===== src/hw/rtl/assert_macros.svh =====
// Assertion macros used by the scheduler top level.
`ifndef ASSERT_MACROS_SVH
`define ASSERT_MACROS_SVH
`ifndef ASSERT_OFF
`define ASSERT_IMPL(lbl, ck, rn, ante, cons) \
    lbl: assert property (@(posedge ck) disable iff (!rn) (ante) |-> (cons)) \
        else $error("assertion failed");
`define ASSERT_NEXT(lbl, ck, rn, ante, cons) \
    lbl: assert property (@(posedge ck) disable iff (!rn) (ante) |=> (cons)) \
        else $error("assertion failed");
`else
`define ASSERT_IMPL(lbl, ck, rn, ante, cons)
`define ASSERT_NEXT(lbl, ck, rn, ante, cons)
`endif
`endif


===== src/hw/rtl/pbts_pkg.sv =====
// Types and constants for the priority bitmap task scheduler.
`default_nettype none
package pbts_pkg;

    localparam int KIND_W = 3;
    localparam int TICK_W = 32;
    localparam int MASK_W = 32;
    localparam int PRIO_W = 5;
    localparam int LOCK_W = 8;

    localparam logic [LOCK_W-1:0] LOCK_MAX = 8'd255;

    typedef enum logic [KIND_W-1:0] {
        KIND_START  = 3'd0,
        KIND_TICK   = 3'd1,
        KIND_DELAY  = 3'd2,
        KIND_LOCK   = 3'd3,
        KIND_UNLOCK = 3'd4
    } kind_t;

    typedef enum logic [1:0] {
        ST_IDLE,
        ST_WALK,
        ST_DONE
    } state_t;

    typedef struct packed {
        logic clr;
        logic wr_en;
    } ram_cmd_t;

endpackage
`default_nettype wire


===== src/hw/rtl/pbts_delay_ram.sv =====
// Delay counter memory with per-entry valid bits; invalid entries read as zero.
`default_nettype none
module pbts_delay_ram #(
    parameter int DEPTH = 32,
    parameter int WIDTH = 32
) (
    input  wire logic                     clk,
    input  wire logic                     rst_n,
    input  wire pbts_pkg::ram_cmd_t       cmd,
    input  wire logic [$clog2(DEPTH)-1:0] wr_addr,
    input  wire logic [WIDTH-1:0]         wr_data,
    input  wire logic [$clog2(DEPTH)-1:0] rd_addr,
    output logic      [WIDTH-1:0]         rd_data
);
    import pbts_pkg::*;

    logic [WIDTH-1:0] mem [DEPTH];
    logic [WIDTH-1:0] rd_data_reg;
    logic [DEPTH-1:0] vld_reg;
    logic [DEPTH-1:0] vld_next;
    logic             rd_vld_reg;

    always_ff @(posedge clk)
    begin
        if (cmd.wr_en)
        begin
            mem[wr_addr] <= wr_data;
        end
        rd_data_reg <= mem[rd_addr];
    end

    always_comb
    begin
        vld_next = vld_reg;
        if (cmd.clr)
        begin
            vld_next = '0;
        end
        else if (cmd.wr_en)
        begin
            vld_next[wr_addr] = 1'b1;
        end
    end

    always_ff @(posedge clk or negedge rst_n)
    begin
        if (!rst_n)
        begin
            vld_reg    <= '0;
            rd_vld_reg <= 1'b0;
        end
        else
        begin
            vld_reg    <= vld_next;
            rd_vld_reg <= vld_reg[rd_addr];
        end
    end

    assign rd_data = rd_vld_reg ? rd_data_reg : '0;

endmodule
`default_nettype wire


===== src/hw/rtl/priority_bitmap_task_scheduler.sv =====
// Top level: event sequencer, slot walk and scheduling decision.
// The result strobe (done) is registered from the DONE state, which follows the walk over S = min(NUM_SLOTS, 32) slots.
// The block takes no new item until the last one is done; busy covers the slot walk,
// which visits one slot a cycle through the delay memory and one decrementer.
// done is high for one cycle and cannot be held off; the next item may start in that cycle.
// Reset: rst_n, async active low; clears ready bits, delay counters, lock count, mask.
`default_nettype none
`include "assert_macros.svh"
module priority_bitmap_task_scheduler #(
    parameter int NUM_SLOTS = 32
) (
    input  wire logic                         clk,
    input  wire logic                         rst_n,
    input  wire logic                         start,
    output logic                              busy,
    input  wire logic [pbts_pkg::KIND_W-1:0]  kind,
    input  wire logic [pbts_pkg::TICK_W-1:0]  delay_ticks,
    input  wire logic                         cfg_valid,
    output logic                              cfg_ready,
    input  wire logic [pbts_pkg::MASK_W-1:0]  cfg_data,
    output logic                              done,
    output logic                              switch_now,
    output logic      [pbts_pkg::PRIO_W-1:0]  next_prio,
    output logic                              none_ready,
    output logic      [pbts_pkg::LOCK_W-1:0]  lock_count
);
    import pbts_pkg::*;

    localparam int USABLE = (NUM_SLOTS < 32) ? NUM_SLOTS : 32;
    localparam int IDX_W  = $clog2(USABLE);
    localparam int CNT_W  = $clog2(USABLE + 1);

    state_t state_reg, state_next;

    logic [MASK_W-1:0] mask_reg;
    logic [USABLE-1:0] ready_reg, ready_next;
    logic [LOCK_W-1:0] lock_reg, lock_next;
    logic [PRIO_W-1:0] running_reg, running_next;
    logic [KIND_W-1:0] op_reg, op_next;
    logic              sched_reg, sched_next;
    logic              force_reg, force_next;
    logic [CNT_W-1:0]  walk_cnt_reg, walk_cnt_next;
    logic              proc_vld_reg, proc_vld_next;
    logic [IDX_W-1:0]  proc_idx_reg, proc_idx_next;
    logic              found_reg, found_next;
    logic [IDX_W-1:0]  win_reg, win_next;
    logic              done_reg, done_next;
    logic              switch_reg, switch_next;
    logic [PRIO_W-1:0] prio_reg, prio_next;
    logic              none_reg, none_next;

    logic              accept;
    logic              walk_last;
    ram_cmd_t          ram_cmd;
    logic [IDX_W-1:0]  wr_addr;
    logic [TICK_W-1:0] wr_data;
    logic [TICK_W-1:0] rd_data;
    logic [TICK_W-1:0] dec_val;
    logic              tick_hit;
    logic              slot_rdy;

    assign accept    = start && (state_reg == ST_IDLE);
    assign walk_last = (walk_cnt_reg == CNT_W'(USABLE));
    assign dec_val   = rd_data - TICK_W'(1);
    // present slot under tick with a counter already at zero becomes ready
    assign tick_hit  = proc_vld_reg && (kind_t'(op_reg) == KIND_TICK)
                       && mask_reg[proc_idx_reg] && (rd_data == '0);
    assign slot_rdy  = proc_vld_reg && (ready_reg[proc_idx_reg] || tick_hit);

    pbts_delay_ram #(
        .DEPTH (USABLE),
        .WIDTH (TICK_W)
    ) u_ram (
        .clk     (clk),
        .rst_n   (rst_n),
        .cmd     (ram_cmd),
        .wr_addr (wr_addr),
        .wr_data (wr_data),
        .rd_addr (walk_cnt_reg[IDX_W-1:0]),
        .rd_data (rd_data)
    );

    // next state
    always_comb
    begin
        state_next = state_reg;
        case (state_reg)
            ST_IDLE:
            begin
                if (start)
                begin
                    state_next = ST_WALK;
                end
            end
            ST_WALK:
            begin
                if (walk_last)
                begin
                    state_next = ST_DONE;
                end
            end
            ST_DONE:
            begin
                state_next = ST_IDLE;
            end
            default:
            begin
                state_next = ST_IDLE;
            end
        endcase
    end

    // FSM outputs: handshake and memory control
    always_comb
    begin
        busy            = 1'b1;
        ram_cmd.clr     = 1'b0;
        ram_cmd.wr_en   = 1'b0;
        wr_addr         = proc_idx_reg;
        wr_data         = dec_val;
        case (state_reg)
            ST_IDLE:
            begin
                busy = 1'b0;
                if (start && (kind_t'(kind) == KIND_START))
                begin
                    ram_cmd.clr = 1'b1;
                end
                if (start && (kind_t'(kind) == KIND_DELAY))
                begin
                    ram_cmd.wr_en = 1'b1;
                    wr_addr       = running_reg[IDX_W-1:0];
                    wr_data       = delay_ticks;
                end
            end
            ST_WALK:
            begin
                ram_cmd.wr_en = proc_vld_reg && (kind_t'(op_reg) == KIND_TICK)
                                && mask_reg[proc_idx_reg] && (rd_data != '0);
            end
            ST_DONE:
            begin
                busy = 1'b1;
            end
            default:
            begin
                busy = 1'b1;
            end
        endcase
    end

    // datapath
    always_comb
    begin
        ready_next    = ready_reg;
        lock_next     = lock_reg;
        running_next  = running_reg;
        op_next       = op_reg;
        sched_next    = sched_reg;
        force_next    = force_reg;
        walk_cnt_next = walk_cnt_reg;
        proc_vld_next = 1'b0;
        proc_idx_next = walk_cnt_reg[IDX_W-1:0];
        found_next    = found_reg;
        win_next      = win_reg;
        done_next     = 1'b0;
        switch_next   = switch_reg;
        prio_next     = prio_reg;
        none_next     = none_reg;

        if (accept)
        begin
            op_next       = kind;
            sched_next    = 1'b0;
            force_next    = 1'b0;
            walk_cnt_next = '0;
            found_next    = 1'b0;
            win_next      = '0;
            case (kind_t'(kind))
                KIND_START:
                begin
                    ready_next = mask_reg[USABLE-1:0];
                    force_next = 1'b1;
                end
                KIND_TICK:
                begin
                    sched_next = 1'b1;
                end
                KIND_DELAY:
                begin
                    ready_next[running_reg[IDX_W-1:0]] = 1'b0;
                    sched_next = 1'b1;
                end
                KIND_LOCK:
                begin
                    if (lock_reg != LOCK_MAX)
                    begin
                        lock_next = lock_reg + LOCK_W'(1);
                    end
                end
                KIND_UNLOCK:
                begin
                    if (lock_reg != '0)
                    begin
                        lock_next  = lock_reg - LOCK_W'(1);
                        sched_next = (lock_reg == LOCK_W'(1));
                    end
                end
                default:
                begin
                    sched_next = 1'b0;
                end
            endcase
        end

        if (state_reg == ST_WALK)
        begin
            if (!walk_last)
            begin
                walk_cnt_next = walk_cnt_reg + CNT_W'(1);
                proc_vld_next = 1'b1;
            end
            if (tick_hit)
            begin
                ready_next[proc_idx_reg] = 1'b1;
            end
            // lowest index wins: first ready slot seen in the walk
            if (slot_rdy && !found_reg)
            begin
                found_next = 1'b1;
                win_next   = proc_idx_reg;
            end
        end

        if (state_reg == ST_DONE)
        begin
            done_next   = 1'b1;
            switch_next = 1'b0;
            prio_next   = found_reg ? PRIO_W'(win_reg) : '0;
            none_next   = !found_reg;
            if (found_reg && force_reg)
            begin
                running_next = PRIO_W'(win_reg);
                switch_next  = 1'b1;
            end
            else if (found_reg && sched_reg && (lock_reg == '0)
                     && (PRIO_W'(win_reg) != running_reg))
            begin
                running_next = PRIO_W'(win_reg);
                switch_next  = 1'b1;
            end
        end
    end

    always_ff @(posedge clk or negedge rst_n)
    begin
        if (!rst_n)
        begin
            state_reg    <= ST_IDLE;
            mask_reg     <= '0;
            ready_reg    <= '0;
            lock_reg     <= '0;
            running_reg  <= '0;
            walk_cnt_reg <= '0;
            proc_vld_reg <= 1'b0;
            done_reg     <= 1'b0;
        end
        else
        begin
            state_reg    <= state_next;
            ready_reg    <= ready_next;
            lock_reg     <= lock_next;
            running_reg  <= running_next;
            walk_cnt_reg <= walk_cnt_next;
            proc_vld_reg <= proc_vld_next;
            done_reg     <= done_next;
            if (cfg_valid)
            begin
                mask_reg <= cfg_data;
            end
        end
    end

    always_ff @(posedge clk)
    begin
        op_reg       <= op_next;
        sched_reg    <= sched_next;
        force_reg    <= force_next;
        proc_idx_reg <= proc_idx_next;
        found_reg    <= found_next;
        win_reg      <= win_next;
        switch_reg   <= switch_next;
        prio_reg     <= prio_next;
        none_reg     <= none_next;
    end

    assign cfg_ready  = 1'b1;
    assign done       = done_reg;
    assign switch_now = switch_reg;
    assign next_prio  = prio_reg;
    assign none_ready = none_reg;
    assign lock_count = lock_reg;

    `ASSERT_IMPL(a_done_idle, clk, rst_n, done_reg, state_reg == ST_IDLE)
    `ASSERT_NEXT(a_done_after, clk, rst_n, state_reg == ST_DONE, done_reg)
    `ASSERT_NEXT(a_walk_end, clk, rst_n, (state_reg == ST_WALK) && walk_last,
                 state_reg == ST_DONE)
    `ASSERT_NEXT(a_accept_busy, clk, rst_n, accept, busy)
    `ASSERT_IMPL(a_switch_ready, clk, rst_n, done_reg && switch_reg, !none_reg)

endmodule
`default_nettype wire


===== config.mk =====
export PLATFORM = sky130hd
export DESIGN_NAME = priority_bitmap_task_scheduler
export DESIGN_NICKNAME = d
export VERILOG_FILES = /design/src/hw/rtl/pbts_pkg.sv /design/src/hw/rtl/pbts_delay_ram.sv /design/src/hw/rtl/priority_bitmap_task_scheduler.sv
export VERILOG_INCLUDE_DIRS = /design/src /design/src/hw/rtl
export SDC_FILE = /design/constraint.sdc
export NUM_CORES = 1
export LEC_CHECK = 0
export BUFFER_PORTS_ARGS = -buffer_cell sky130_fd_sc_hd__buf_2
export CAP_MARGIN = 0
export CORE_MARGIN = 1
export CORE_UTILIZATION = 60
export DETAILED_ROUTE_END_ITERATION = 10
export GPL_TIMING_DRIVEN = 0
export PLACE_DENSITY_LB_ADDON = 0.2
export SLEW_MARGIN = 30
export SYNTH_ARGS = -nofsm -noshare
export SYNTH_HDL_FRONTEND = slang
export SYNTH_SLANG_ARGS = --single-unit

===== constraint.sdc =====
create_clock -name clk -period 7.29 [get_ports clk]
set_clock_uncertainty 0.2 [all_clocks]
set_input_delay 1.458 -clock clk [delete_from_list [all_inputs] [get_ports clk]]
set_output_delay 1.458 -clock clk [all_outputs]
set_load 0.01 [all_outputs]

==> flow_summary.toml <==
[final_layout]
largest_register = "u_ram.mem"
num_antenna_cells = 0
final_cell_area_um2 = 56240
largest_register_ffs = 1024
area_growth_pct = 16.56
final_layout_size_suffix_gt1_frac = 0.2518
fin_util = 0.7096
nNetsFinal = 3289

[die]
core_area_um2 = 79260
die_width_um = 285.6
ios = 89
die_h_um = 285.6
initial_utilization = 0.6088
placementRows = 103
design.die.area_um2 = 81560

[power_and_ir_drop]
power_density_nw_per_um2 = 386.3
peakVddDrop_mv = 0.2348
p_leak_nw = 19.22

[outcome]
status = "completed"

[timing]
period_needed_ns = 6.023
hold_ws_ns = 0.1661
final_max_slew_viol_count = 0
fin_crit_sh = 0.8262
setup-violations-final = 0
worstMarginPinSlew_ns = 1.094
finalHoldViolations = 0
setup_ws_ns = 1.267
rsz0062_at_grt = "no"
relSlewSlack = 0.2704
fmax_ghz = 0.1660

[critical_path]
reg2reg_from = "state_reg[0]"
rr_worst_depth = 9
startpoint = "start"
cp.arrival_ns = 6.19
cp-end-kind = "register"
start_kind = "primary input"
r2r-end = "u_ram.mem[31][23]"
regToRegSetupSlack_ns = 1.74
cp_max_fo = 32
worstSetupPathType = "in2reg"
critical_path_required_ns = 7.46

[synthesis]
yosysMostFrequentCell = "edfxtp_1"
synthFlopType = "edfxtp_1"
yosys.area.top_type = "edfxtp_1"
synth_common_cells = "1036 x edfxtp_1, 229 x mux2i_1, 135 x mux4_2"
syn_inst = 2819
syn-cell-area_um2 = 48250
ys_seq_area_frac = 0.7248
syn_avg_cell_area_um2 = 17.12
synth_enable_flop_cells = 1036
synth.ff_latch_count = 1199
yosysWarnings = 0
syn-num-nets = 2896
netlist-cell-type-count = 76
async_reset_ff_frac = 0.1001
yosysTopAreaCellShare = 0.6447
yosys-top-cells-area = "edfxtp_1 64%, mux4_2 6.3%, dfrtp_1 6.2%"

[global_route]
grt_pass1_vias = 29010
antenna_found_initial = 3
grt_max_degree = 72
grt_overflow = 0
grt_pass1_wl_mm = 196.0
grtUsageTotal = 0.3362

[clock_network]
cts_tree = "done"
post_cts_buffers = 0
clk_pin_slew_ns = 0.06
cts_resized = 0
ctsHtreeMaxLevel = 3
clk_latency_ns = 0.70
clock_sinks = 1199
root_buffer = "clkbuf_16"
cts_hold_buf = 0
numCtsBuffers = 116
cts_buffer_depth = 3

[place]
place_area_um2 = 52310
dp_hpwl_mm = 95.94
dpl_worst_slack_ns = 0.8476
portBuffers = 86
gp_congestion = 1.067

[worst_hold_path]
hold_depth = 0
hold_end = "proc_idx_reg[4]"
min_from = "walk_cnt_reg[4]"
worst_hold_path_type = "reg2reg"

[route]
wl_mm = 136.0
vias = 29170
antenna_left = 0
first_iter_violations = 3935
drc_errors = 0
wl_per_cell_um = 31.22
firstDrtPassIters = 8
via_per_inst = 6.693

[flow_run]
drv_cap = 0
worst max path at each step:
stage | to | slack [ns]
after floorplan | u_ram.mem[15][0] | 1.04
after global placement | u_ram.mem[11][17] | -2.65
after detailed placement | u_ram.mem[10][23] | 0.85
after CTS | u_ram.mem[31][23] | 1.57
after global routing | u_ram.mem[31][23] | 1.15
final | u_ram.mem[31][23] | 1.27
worst max-delay path, cell delays in order:
cell	delay, ns
buf_2	0.10
or3b_2	0.18
clkbuf_1	0.40
clkinv_1	0.51
nand3_1	0.49
clkbuf_1	0.42
buf_1	0.78
buf_1	0.78
nor2_1	0.36
a21oi_4	0.70
area by class of cell:
cell class / count / area [µm²]
flip-flops and latches: 1199 / 34970
multi-input cells: 1425 / 12960
inverters: 13 / 48.80
fillers: 4896 / 23010
repair buffers: 275 / 2160
clock buffers: 141 / 3038
plain buffers: 182 / 873.3
well taps: 1050 / 1314
clock inverters: 73 / 879.6
per-layer routing:
layer	up-vias	share of wire	routed length [µm]	track usage
met3	325	0.11	14820	0.08062
met2	1880	0.47	63290	0.5245
met5	-	0.00012	17	0
li1	12160	-	-	-
met4	2	0.048	6497	0.1479
met1	14800	0.38	51420	0.4558
cell usage in the layout (no fill, tap or decap), types with 106 or more instances in the layout:
master,count
mux4_2,135
nand2_1,134
mux2i_1,229
buf_4,151
o21ai_0,107
mux2_2,106
clkbuf_1,119
clkbuf_16,117
dfrtp_1,120
buf_2,112
edfxtp_1,1036
kinds of logic after synthesis:
| logic type | Yosys count | share of synthesized area |
|---|---|---|
| AOI/OAI and AO/OA | 555 | 0.07743 |
| xor gates and xnor gates | 33 | 0.005990 |
| adders and majority gates | 6 | 0.001556 |
| buffers and inverters | 195 | 0.01815 |
| DFF | 1199 | 0.7248 |
| muxes | 471 | 0.1355 |
| other | 1 | 0.00007772 |
| and+or+nand+nor | 359 | 0.03648 |
metrics by stage:
step / std cells / power [mW] / TNS, ns
finish: 4358 / 21.73 / 0
global route: 4358 / 22.34 / 0
CTS: 4358 / 21.65 / 0
detailed placement: 4144 / 15.55 / 0
global placement: 3955 / 15.14 / -2142.40
floorplan: 2819 / 12.76 / 0
power by group:
part	total [mW]	internal, mW	switching, mW	leakage [nW]
clock	6.14	3.57	2.57	1.91
combinational	7.09	2.47	4.62	6.33
sequential	8.50	8.24	0.259	11.0
No activity file was read; power rests on OpenSTA's default activity.
